===== config.mk =====
export PLATFORM = sky130hd
export DESIGN_NAME = ansi_strip_line_assembler
export DESIGN_NICKNAME = d
export VERILOG_FILES = /design/src/design/asla_pkg.sv /design/src/design/asla_filter.sv /design/src/design/asla_row.sv /design/src/design/ansi_strip_line_assembler.sv
export SDC_FILE = /design/constraint.sdc
export NUM_CORES = 1
export LEC_CHECK = 0
export BUFFER_PORTS_ARGS = -buffer_cell sky130_fd_sc_hd__buf_2
export CORE_ASPECT_RATIO = 1.25
export CORE_UTILIZATION = 51
export CTS_BUF_LIST = sky130_fd_sc_hd__clkbuf_16
export DETAILED_ROUTE_END_ITERATION = 16
export PLACE_DENSITY = 0.75
export SLEW_MARGIN = 20
export SYNTH_ARGS = -nofsm -noshare
export SYNTH_HDL_FRONTEND = slang
export SYNTH_SLANG_ARGS = --single-unit

===== constraint.sdc =====
create_clock -name clk -period 2.64 [get_ports clk]
set_input_delay 0.264 -clock clk [delete_from_list [all_inputs] [get_ports clk]]
set_output_delay 0.264 -clock clk [all_outputs]
set_load 0.05 [all_outputs]

===== src/design/asla_pkg.sv =====
package asla_pkg;

  localparam logic [7:0] ByteEsc     = 8'h1B;
  localparam logic [7:0] ByteCsiOpen = 8'h5B;
  localparam logic [7:0] ByteFinalLo = 8'h40;
  localparam logic [7:0] ByteFinalHi = 8'h7E;
  localparam logic [7:0] ByteCtrlTop = 8'h20;
  localparam logic [7:0] ByteTab     = 8'h09;
  localparam logic [7:0] ByteNewline = 8'h0A;

  localparam logic [31:0] SeqStart = 32'd1;

  // Escape decoder state
  typedef enum logic [2:0] {
    PH_PLAIN = 3'b001,
    PH_ESC   = 3'b010,
    PH_CSI   = 3'b100
  } phase_t;

  // Byte class handed from the escape filter to the row builder
  typedef struct packed {
    logic keep;
    logic newline;
  } byte_class_t;

  typedef struct packed {
    logic        has_char;
    logic [7:0]  char_value;
    logic [7:0]  column;
    logic [31:0] row_seq;
    logic        row_end;
  } result_t;

endpackage


===== src/design/asla_filter.sv =====
module asla_filter
  import asla_pkg::*;
(
  input  logic        clk,
  input  logic        rst,
  input  logic        step,
  input  logic        clear,
  input  logic [7:0]  byte_in,
  output byte_class_t cls
);

  phase_t phase;
  phase_t phase_next;

  always_comb begin
    phase_next  = phase;
    cls.keep    = 1'b0;
    cls.newline = 1'b0;
    unique case (phase)
      PH_ESC: begin
        phase_next = (byte_in == ByteCsiOpen) ? PH_CSI : PH_PLAIN;
      end
      PH_CSI: begin
        if (byte_in >= ByteFinalLo && byte_in <= ByteFinalHi) begin
          phase_next = PH_PLAIN;
        end
      end
      default: begin
        phase_next = PH_PLAIN;
        if (byte_in == ByteEsc) begin
          phase_next = PH_ESC;
        end else if (byte_in == ByteNewline) begin
          cls.newline = 1'b1;
        end else if (byte_in >= ByteCtrlTop || byte_in == ByteTab) begin
          cls.keep = 1'b1;
        end
      end
    endcase
  end

  always_ff @(posedge clk) begin
    if (rst || clear) begin
      phase <= PH_PLAIN;
    end else if (step) begin
      phase <= phase_next;
    end
  end

endmodule


===== src/design/asla_row.sv =====
module asla_row
  import asla_pkg::*;
#(
  parameter int LINE_WIDTH = 256
) (
  input  logic        clk,
  input  logic        rst,
  input  logic        step,
  input  logic        clear,
  input  byte_class_t cls,
  input  logic [7:0]  byte_in,
  output logic        res_valid,
  output result_t     res
);

  localparam int LenW = $clog2(LINE_WIDTH);
  localparam logic [LenW-1:0] LenLast = LenW'(LINE_WIDTH - 1);

  logic [LenW-1:0] row_length;
  logic [LenW-1:0] row_length_next;
  logic [31:0]     next_row_seq;
  logic [31:0]     next_row_seq_next;
  logic [LenW+7:0] len_ext;
  logic            wrap;

  assign len_ext = {8'b0, row_length};
  assign wrap    = (row_length == LenLast);

  always_comb begin
    res_valid         = 1'b0;
    res               = '0;
    res.row_seq       = next_row_seq;
    row_length_next   = row_length;
    next_row_seq_next = next_row_seq;
    if (cls.keep) begin
      res_valid      = 1'b1;
      res.has_char   = 1'b1;
      res.char_value = byte_in;
      res.column     = len_ext[7:0];
      res.row_end    = wrap;
      if (wrap) begin
        row_length_next   = '0;
        next_row_seq_next = next_row_seq + 32'd1;
      end else begin
        row_length_next = row_length + LenW'(1);
      end
    end else if (cls.newline && row_length != '0) begin
      res_valid         = 1'b1;
      res.row_end       = 1'b1;
      row_length_next   = '0;
      next_row_seq_next = next_row_seq + 32'd1;
    end
  end

  always_ff @(posedge clk) begin
    if (rst || clear) begin
      row_length   <= '0;
      next_row_seq <= SeqStart;
    end else if (step) begin
      row_length   <= row_length_next;
      next_row_seq <= next_row_seq_next;
    end
  end

endmodule


===== src/design/ansi_strip_line_assembler.sv =====
// ANSI escape stripper and line assembler.
//
// Input channel (in_valid/in_ready, action, byte_value) carries one console
// byte per transfer, or a clear request when action is 1. Output channel
// (out_valid/out_ready) carries zero or one result per input transfer: a kept
// byte with its column and row sequence number, or a newline-only row close.
// Escape sequences (ESC x, ESC [ ... final) and control bytes other than tab
// are dropped; empty rows produce nothing. Rows wrap at LINE_WIDTH bytes.
//
// A byte transferred into the input register is decoded from it there, and its
// result is loaded into the output register when the input register drains.
// Throughput: one byte per cycle unless a stall holds the input register; the
// escape phase, row length and row sequence update as the input register drains.
// When the receiver stalls with a result held, the input register keeps its
// byte only if that byte also produces a result; otherwise it drains and
// intake continues. Reset clears both pipeline valids, the escape phase, the
// row length, and sets the row sequence to 1, same as a clear transfer.
module ansi_strip_line_assembler
  import asla_pkg::*;
#(
  parameter int LINE_WIDTH = 256
) (
  input  logic        clk,
  input  logic        rst,
  input  logic        in_valid,
  output logic        in_ready,
  input  logic        action,
  input  logic [7:0]  byte_value,
  output logic        out_valid,
  input  logic        out_ready,
  output logic        has_char,
  output logic [7:0]  char_value,
  output logic [7:0]  column,
  output logic [31:0] row_seq,
  output logic        row_end
);

  // Input register
  logic       s1_valid;
  logic       s1_action;
  logic [7:0] s1_byte;

  // Output register
  result_t out_reg;

  byte_class_t cls;
  result_t     row_res;
  logic        row_res_valid;
  logic        s1_has_res;
  logic        out_free;
  logic        s1_fire;
  logic        step;
  logic        clear;

  assign s1_has_res = s1_valid && !s1_action && row_res_valid;
  assign out_free   = !out_valid || out_ready;
  // Drain the input register unless its result has nowhere to go
  assign s1_fire    = s1_valid && (!s1_has_res || out_free);
  assign in_ready   = !s1_valid || s1_fire;
  assign step       = s1_fire && !s1_action;
  assign clear      = s1_fire && s1_action;

  asla_filter u_filter (
    .clk     (clk),
    .rst     (rst),
    .step    (step),
    .clear   (clear),
    .byte_in (s1_byte),
    .cls     (cls)
  );

  asla_row #(
    .LINE_WIDTH (LINE_WIDTH)
  ) u_row (
    .clk       (clk),
    .rst       (rst),
    .step      (step),
    .clear     (clear),
    .cls       (cls),
    .byte_in   (s1_byte),
    .res_valid (row_res_valid),
    .res       (row_res)
  );

  // Input register: hold while the current byte is stuck behind the output
  always_ff @(posedge clk) begin
    if (rst) begin
      s1_valid <= 1'b0;
    end else if (in_ready) begin
      s1_valid <= in_valid;
    end
  end

  always_ff @(posedge clk) begin
    if (in_ready && in_valid) begin
      s1_action <= action;
      s1_byte   <= byte_value;
    end
  end

  // Output register: load on a result, drop valid once the receiver takes it
  always_ff @(posedge clk) begin
    if (rst) begin
      out_valid <= 1'b0;
    end else if (s1_fire && s1_has_res) begin
      out_valid <= 1'b1;
    end else if (out_ready) begin
      out_valid <= 1'b0;
    end
  end

  always_ff @(posedge clk) begin
    if (s1_fire && s1_has_res) begin
      out_reg <= row_res;
    end
  end

  assign has_char   = out_reg.has_char;
  assign char_value = out_reg.char_value;
  assign column     = out_reg.column;
  assign row_seq    = out_reg.row_seq;
  assign row_end    = out_reg.row_end;

endmodule


==> reports/qor.csv, run 1 <==
stage;metric;value;unit
detailed_routing;drt_first_pass_iters;5;
placed_design;dp_hpwl;5750;um
detailed_routing;viasPerCell;5.93;
synth;synth.top_cells.by_count;edfxtp_1 (59), dfxtp_1 (45), a21oi_1 (32), or4_1 (25), nand2_1 (24);
sta;hold_violations;0;
placed_design;placed_area;4830;um2
sta;post-route-min-period;2.46;ns
grt;grt_overflow;0;
cells_and_area;instances_no_fill;553;
setup_path;critPathMaxFanout;25;
sta;fmax;407;MHz
cts;ctsHoldBuffers;0;
synth;async_reset_ff_frac;0;
sta;fin_crit_sh;0.930;
detailed_routing;drt_iter0_drc;237;
synth;synth.area.top_cells;edfxtp_1 (40%), dfxtp_1 (20%), or4_1 (4.2%);
detailed_routing;num_vias;3282;
synth;post_synth_num_cell_types;48;
cells_and_area;drive_gt1_frac;0.230;
grt;first_global_vias;3122;
setup_path;endpoint_kind;flip-flop;
sta;post-route-worst-setup-slack;0.185;ns
sta;worst_pin_slew;0.725;ns
synth;ys.flop_type;edfxtp_1;
synth;netlist_area;4430;um2
synth;synth-warning-count;0;
cts;clock-sinks;104;
job;max_cap_violations;0;
cells_and_area;layout.nets;467;
floorplan;die-area;9060;um2
grt;grt_max_degree;66;
sta;setup_viol;0;
cells_and_area;antenna_cells;0;
floorplan;core_area;8330;um2
status;outcome;finished, final reports clean;
synth;synth_edf_count;59;
sta;max_slew_margin;0.516;
placed_design;io_buffers;64;
setup_path;reg2reg_from;u_row.row_length[0];
synth;synth_seq_cells;104;
floorplan;dieWidth;85.3;um
setup_path;crit_path_start;u_row.row_length[0];
cts;cts_tree;built;
setup_path;setup.worst_path.start_class;flip-flop;
synth;netlist_instances;387;
grt;antenna_found_initial;0;
setup_path;path_class;reg -> reg;
sta;whs;0.100;ns
synth;synth_nets;403;
synth;synth_most_common_cell;edfxtp_1;
cts;clk_latency;0.34;ns
placed_design;gp_congestion;0.797;
hold_path;hp-start;byte_value[5];
floorplan;initial_utilization;0.531;
cts;cts_setup_buffers;0;
placed_design;dp.cells;537;
power_and_ir_drop;power_density;621;nW/um2
detailed_routing;drt-total-wl;8570;um
synth;seq_area_frac_synth;0.604;
power_and_ir_drop;irDropWorstVdd;0.374;mV
sta;clock_skew;0.0104;ns
cts;cts.repair.resized;0;
setup_path;cp.required;2.85;ns
floorplan;die_y;106;um
power_and_ir_drop;leakagePower;1.86;nW
detailed_routing;drc;0;
sta;slew_violations;0;
synth;syn-mean-instance-area;11.4;um2
cts;ctsLongestPathBuffers;2;
detailed_routing;ant_nets;0;
floorplan;rows;37;
sta;rsz0062_at_grt;no;
cts;clk_pin_slew;0.07;ns
hold_path;hold_class;in -> reg;
cells_and_area;syn_to_final_growth;15.8;%
cts;h-tree-depth;3;
synth;yosysTopAreaCellShare;0.400;
cts;cts_root_buf;clkbuf_16;
cts;cts_buffers;9;
setup_path;cp.arrival;2.67;ns
cells_and_area;fin_area;5130;um2
floorplan;io_pins;65;
detailed_routing;wl_per_cell;15.5;um
placed_design;pre_cts_ws;0.211;ns
synth;synth_top_cell_by_area;edfxtp_1;
grt;grt_pass1_wl;14200;um
sta;setup_tns;0;ns
grt;grt_use_total;0.200;
-- cells by family (layout without fill, tap and decap cells) --
logic type | Yosys count | count (layout) | share of synthesized area
mux | 2 | 2 | 0.00480
compound gates | 90 | 90 | 0.135
flops | 104 | 104 | 0.604
buf+inv | 32 | 101 | 0.0401
fa+ha+maj | 3 | 3 | 0.00848
xor+xnor | 6 | 6 | 0.0119
simple gates | 150 | 150 | 0.196
-- power by group --
| part | switching (W) | internal [W] |
|---|---|---|
| registers | 0.0000150 | 0.00173 |
| logic | 0.0000995 | 0.0000404 |
| clock network | 0.000568 | 0.000735 |
| total | 0.000683 | 0.00250 |
-- metal layers --
metal,part of all wire,up-vias,global-route usage
met3,0.050,16,0.0419
li1,-,1620,-
met2,0.50,111,0.336
met5,0,-,0
met4,0.022,0,0.101
met1,0.43,1535,0.243
-- through the flow --
| stage | utilization | total power (W) |
|---|---|---|
| detailed placement | 0.580 | 0.00192 |
| floorplan | - | 0.00187 |
| finish | 0.615 | 0.00319 |
| global placement | 0.580 | 0.00192 |
| global route | 0.615 | 0.00328 |
| CTS | 0.615 | 0.00321 |
-- worst max-delay path, stage by stage (launching register included) --
cell and delay (ns):
dfxtp_2 0.35, inv_2 0.06, ha_1 0.14, or4b_4 0.48
o2111ai_4 0.30, a211o_1 0.34, clkinvlp_4 0.14, buf_4 0.26
xnor2_1 0.20, nor2_1 0.05
-- cell usage in the layout (no fill, tap or decap), drive strengths merged, types with 3 or more instances in the layout --
cell	n
clkinv	3
o211ai	3
o2111ai	3
xnor2	6
nand2b	3
buf	76
a211o	3
inv	10
dfxtp	45
or4	25
o31ai	22
o21ai	12
nor2	15
ha	3
nor2b	8
and3	10
nand4	11
and2	11
or3	7
clkbuf	9
a21oi	33
and4	5
edfxtp	59
nand2	24
nand3	18
nor3	8
o21a	3
-- sequential cells by signal, summed over array words and instances (netlist names) --
register / flops
row_seq: 32
u_row.next_row_seq: 32
char_value: 8
column: 8
s1_byte: 8
u_row.row_length: 8
u_filter.phase: 3
has_char: 1
out_valid: 1
row_end: 1
s1_action: 1
s1_valid: 1
-- layout make-up --
type	count	area, um2
Tap cell	97	121
Clock buffer	9	225
Sequential cell	104	2680
Fill cell	696	3200
Multi-Input combinational cell	251	1580
Timing Repair Buffer	76	423
Clock inverter	7	68.8
Inverter	9	37.5
-- final timing paths --
check                         to  slack [ns]  cells past startpoint
max          u_row.row_length[0]        0.18                      9
min                   s1_byte[5]        0.10                      1
max reg2reg  u_row.row_length[0]        0.18                      9
min reg2reg          row_seq[31]        0.46                      0
(Power assumes the default switching activity.)
==> run 2, diff against run 1 <==
--- a/config.mk
+++ b/config.mk
@@ -5,12 +5,13 @@
 export SDC_FILE = /design/constraint.sdc
 export NUM_CORES = 1
 export LEC_CHECK = 0
+export ABC_AREA = 1
 export BUFFER_PORTS_ARGS = -buffer_cell sky130_fd_sc_hd__buf_2
 export CORE_ASPECT_RATIO = 1.25
-export CORE_UTILIZATION = 51
-export CTS_BUF_LIST = sky130_fd_sc_hd__clkbuf_16
+export CORE_MARGIN = 2
+export CORE_UTILIZATION = 52
 export DETAILED_ROUTE_END_ITERATION = 16
-export PLACE_DENSITY = 0.75
+export PLACE_DENSITY = 0.76
 export SLEW_MARGIN = 20
 export SYNTH_ARGS = -nofsm -noshare
 export SYNTH_HDL_FRONTEND = slang
==> run 2 against run 1 <==
- first-iteration DRC count rose by 35%
- global-route usage increased by 1.6 points
- largest cell class unchanged
- core utilization fell by 1.7 points
- critical endpoint is now in_ready
- area after synthesis up 13%
==> reports/qor.csv, run 2 <==
stage;metric;value;unit
cts;clock-sinks;104;
floorplan;io_pins;65;
floorplan;core_area;9510;um2
cts;cts.repair.resized;0;
detailed_routing;drt_iter0_drc;319;
synth;synth_top_cell_by_area;edfxtp_1;
cells_and_area;layout_commonest_cell;nand2_1;
setup_path;path_class;reg -> out;
grt;grt_max_degree;40;
floorplan;rows;40;
setup_path;endpoint_kind;primary output;
job;max_cap_violations;0;
floorplan;die_y;114;um
cells_and_area;multi_input_area;2000;um2
cts;cts_setup_buffers;0;
placed_design;placed_area;5380;um2
synth;synth.top_cells.by_count;nand2_1 (178), nor2_1 (84), edfxtp_1 (59), dfxtp_1 (45), a21oi_1 (44);
synth;synth_seq_cells;104;
cells_and_area;antenna_cells;0;
cts;h-tree-depth;3;
synth;yosysTopAreaCellShare;0.354;
synth;synth_nets;605;
setup_path;cpMostUsedCell;nand2_4;
setup_path;cp.arrival;2.12;ns
setup_path;cp.required;2.38;ns
cts;ctsHoldBuffers;0;
synth;seq_area_frac_synth;0.534;
floorplan;die-area;10400;um2
setup_path;cp_cell_sequence;inv_1 -> nand2_1 -> o21ai_1 -> nand2_4 -> nand2_4 -> nand2_4 -> buf_2;
detailed_routing;drt-total-wl;10700;um
placed_design;io_buffers;64;
sta;hold_violations;0;
sta;whs;0.0902;ns
setup_path;slowest_delay;0.45;ns
synth;post_synth_num_cell_types;30;
setup_path;critPathSlowestCell;edfxtp_1;
grt;antenna_found_initial;0;
detailed_routing;drt_first_pass_iters;5;
status;outcome;finished, final reports clean;
synth;netlist_area;5010;um2
setup_path;setup.worst_path.start_class;flip-flop;
sta;setup_tns;0;ns
grt;first_global_vias;3972;
detailed_routing;drc;0;
power_and_ir_drop;leakagePower;2.20;nW
sta;setup_viol;0;
setup_path;critPathMaxFanout;25;
cells_and_area;n_fill_cell;838;
sta;fin_crit_sh;0.904;
synth;synth.area.top_cells;edfxtp_1 (35%), dfxtp_1 (18%), nand2_1 (13%);
cells_and_area;final_cell_mix;nand2_1 (178), nor2_1 (83), buf_2 (64);
floorplan;dieWidth;91.8;um
detailed_routing;viasPerCell;5.41;
detailed_routing;ant_nets;0;
sta;post-route-min-period;2.39;ns
synth;syn-mean-instance-area;8.50;um2
synth;async_reset_ff_frac;0;
placed_design;dp_hpwl;7450;um
placed_design;gp_congestion;0.893;
cts;clk_pin_slew;0.06;ns
synth;synth_edf_count;59;
detailed_routing;wl_per_cell;13.7;um
grt;grt_use_total;0.216;
sta;max_slew_margin;0.537;
sta;worst_pin_slew;0.693;ns
grt;grt_overflow;0;
cts;cts_root_buf;clkbuf_16;
cts;cts_buffers;9;
cells_and_area;drive_gt1_frac;0.155;
grt;grt_pass1_wl;18000;um
detailed_routing;num_vias;4233;
synth;netlist_instances;589;
cts;ctsLongestPathBuffers;2;
synth;synth-warning-count;0;
floorplan;initial_utilization;0.527;
synth;ys.flop_type;edfxtp_1;
sta;clock_skew;0.00731;ns
cts;clk_latency;0.34;ns
power_and_ir_drop;irDropWorstVdd;0.379;mV
sta;slew_violations;0;
hold_path;hold_class;in -> reg;
sta;fmax;419;MHz
cells_and_area;regArea;2670;um2
synth;synth_most_common_cell;nand2_1;
power_and_ir_drop;power_density;578;nW/um2
cells_and_area;fin_area;5700;um2
cts;cts_tree;built;
cells_and_area;syn_to_final_growth;13.7;%
cells_and_area;layout.nets;668;
sta;rsz0062_at_grt;no;
run 2: cell type report:
class / instances / share of cell area
Timing Repair Buffer: 72 / 0.0690
Inverter: 43 / 0.0283
Sequential cell: 104 / 0.469
Tap cell: 126 / 0.0277
Clock inverter: 3 / 0.0114
Clock buffer: 13 / 0.0439
Multi-Input combinational cell: 422 / 0.350
run 2: path summary, 6_finish.rpt:
| kind | startpoint | to | slack, ns | cells after the start |
|---|---|---|---|---|
| max | s1_byte[4] | in_ready | 0.25 | 7 |
| min | byte_value[0] | s1_byte[0] | 0.09 | 1 |
| min reg2reg | u_row.next_row_seq[31] | row_seq[31] | 0.50 | 0 |
| max reg2reg | s1_byte[4] | u_row.row_length[0] | 0.39 | 10 |
run 2: metrics by stage:
stage | setup WS [ns] | util | power [W] | std cells
CTS | 0.254 | 0.599 | 0.00331 | 783
floorplan | 0.0953 | - | 0.00189 | 589
finish | 0.255 | 0.599 | 0.00329 | 783
global placement | 0.534 | 0.566 | 0.00192 | 767
detailed placement | 0.455 | 0.566 | 0.00193 | 767
global route | 0.127 | 0.599 | 0.00340 | 783
run 2: cell families (layout without fill, tap and decap cells):
| kind of cell | Yosys count | in the layout | share of synthesized area |
|---|---|---|---|
| DFF | 104 | 104 | 0.534 |
| and+or+nand+nor | 350 | 350 | 0.312 |
| buffers and inverters | 63 | 131 | 0.0684 |
| AOI/OAI and AO/OA | 58 | 58 | 0.0590 |
| xor gates and xnor gates | 11 | 11 | 0.0192 |
| adders and majority gates | 3 | 3 | 0.00750 |
run 2: power breakdown:
| group | internal (W) | switching (W) |
|---|---|---|
| clock network | 0.000856 | 0.000540 |
| logic | 0.0000354 | 0.000116 |
| registers | 0.00173 | 0.0000127 |
| total | 0.00262 | 0.000669 |
run 2: metal layers:
metal  up-vias  share of wire  track usage  wire length [um]
met4         0          0.035        0.108               370
met3        32          0.051       0.0443               543
met1      1947           0.40        0.245              4240
met2       158           0.52        0.386              5570
met5         -              0            0                 0
li1       2096              -            -                 -
run 2: worst max-delay path: cells and delay by family (launching register included):
family                 cells  cell delay [ns]
AOI/OAI and AO/OA          1             0.25
buffers and inverters      2             0.43
DFF                        1             0.45
and+or+nand+nor            4             0.65
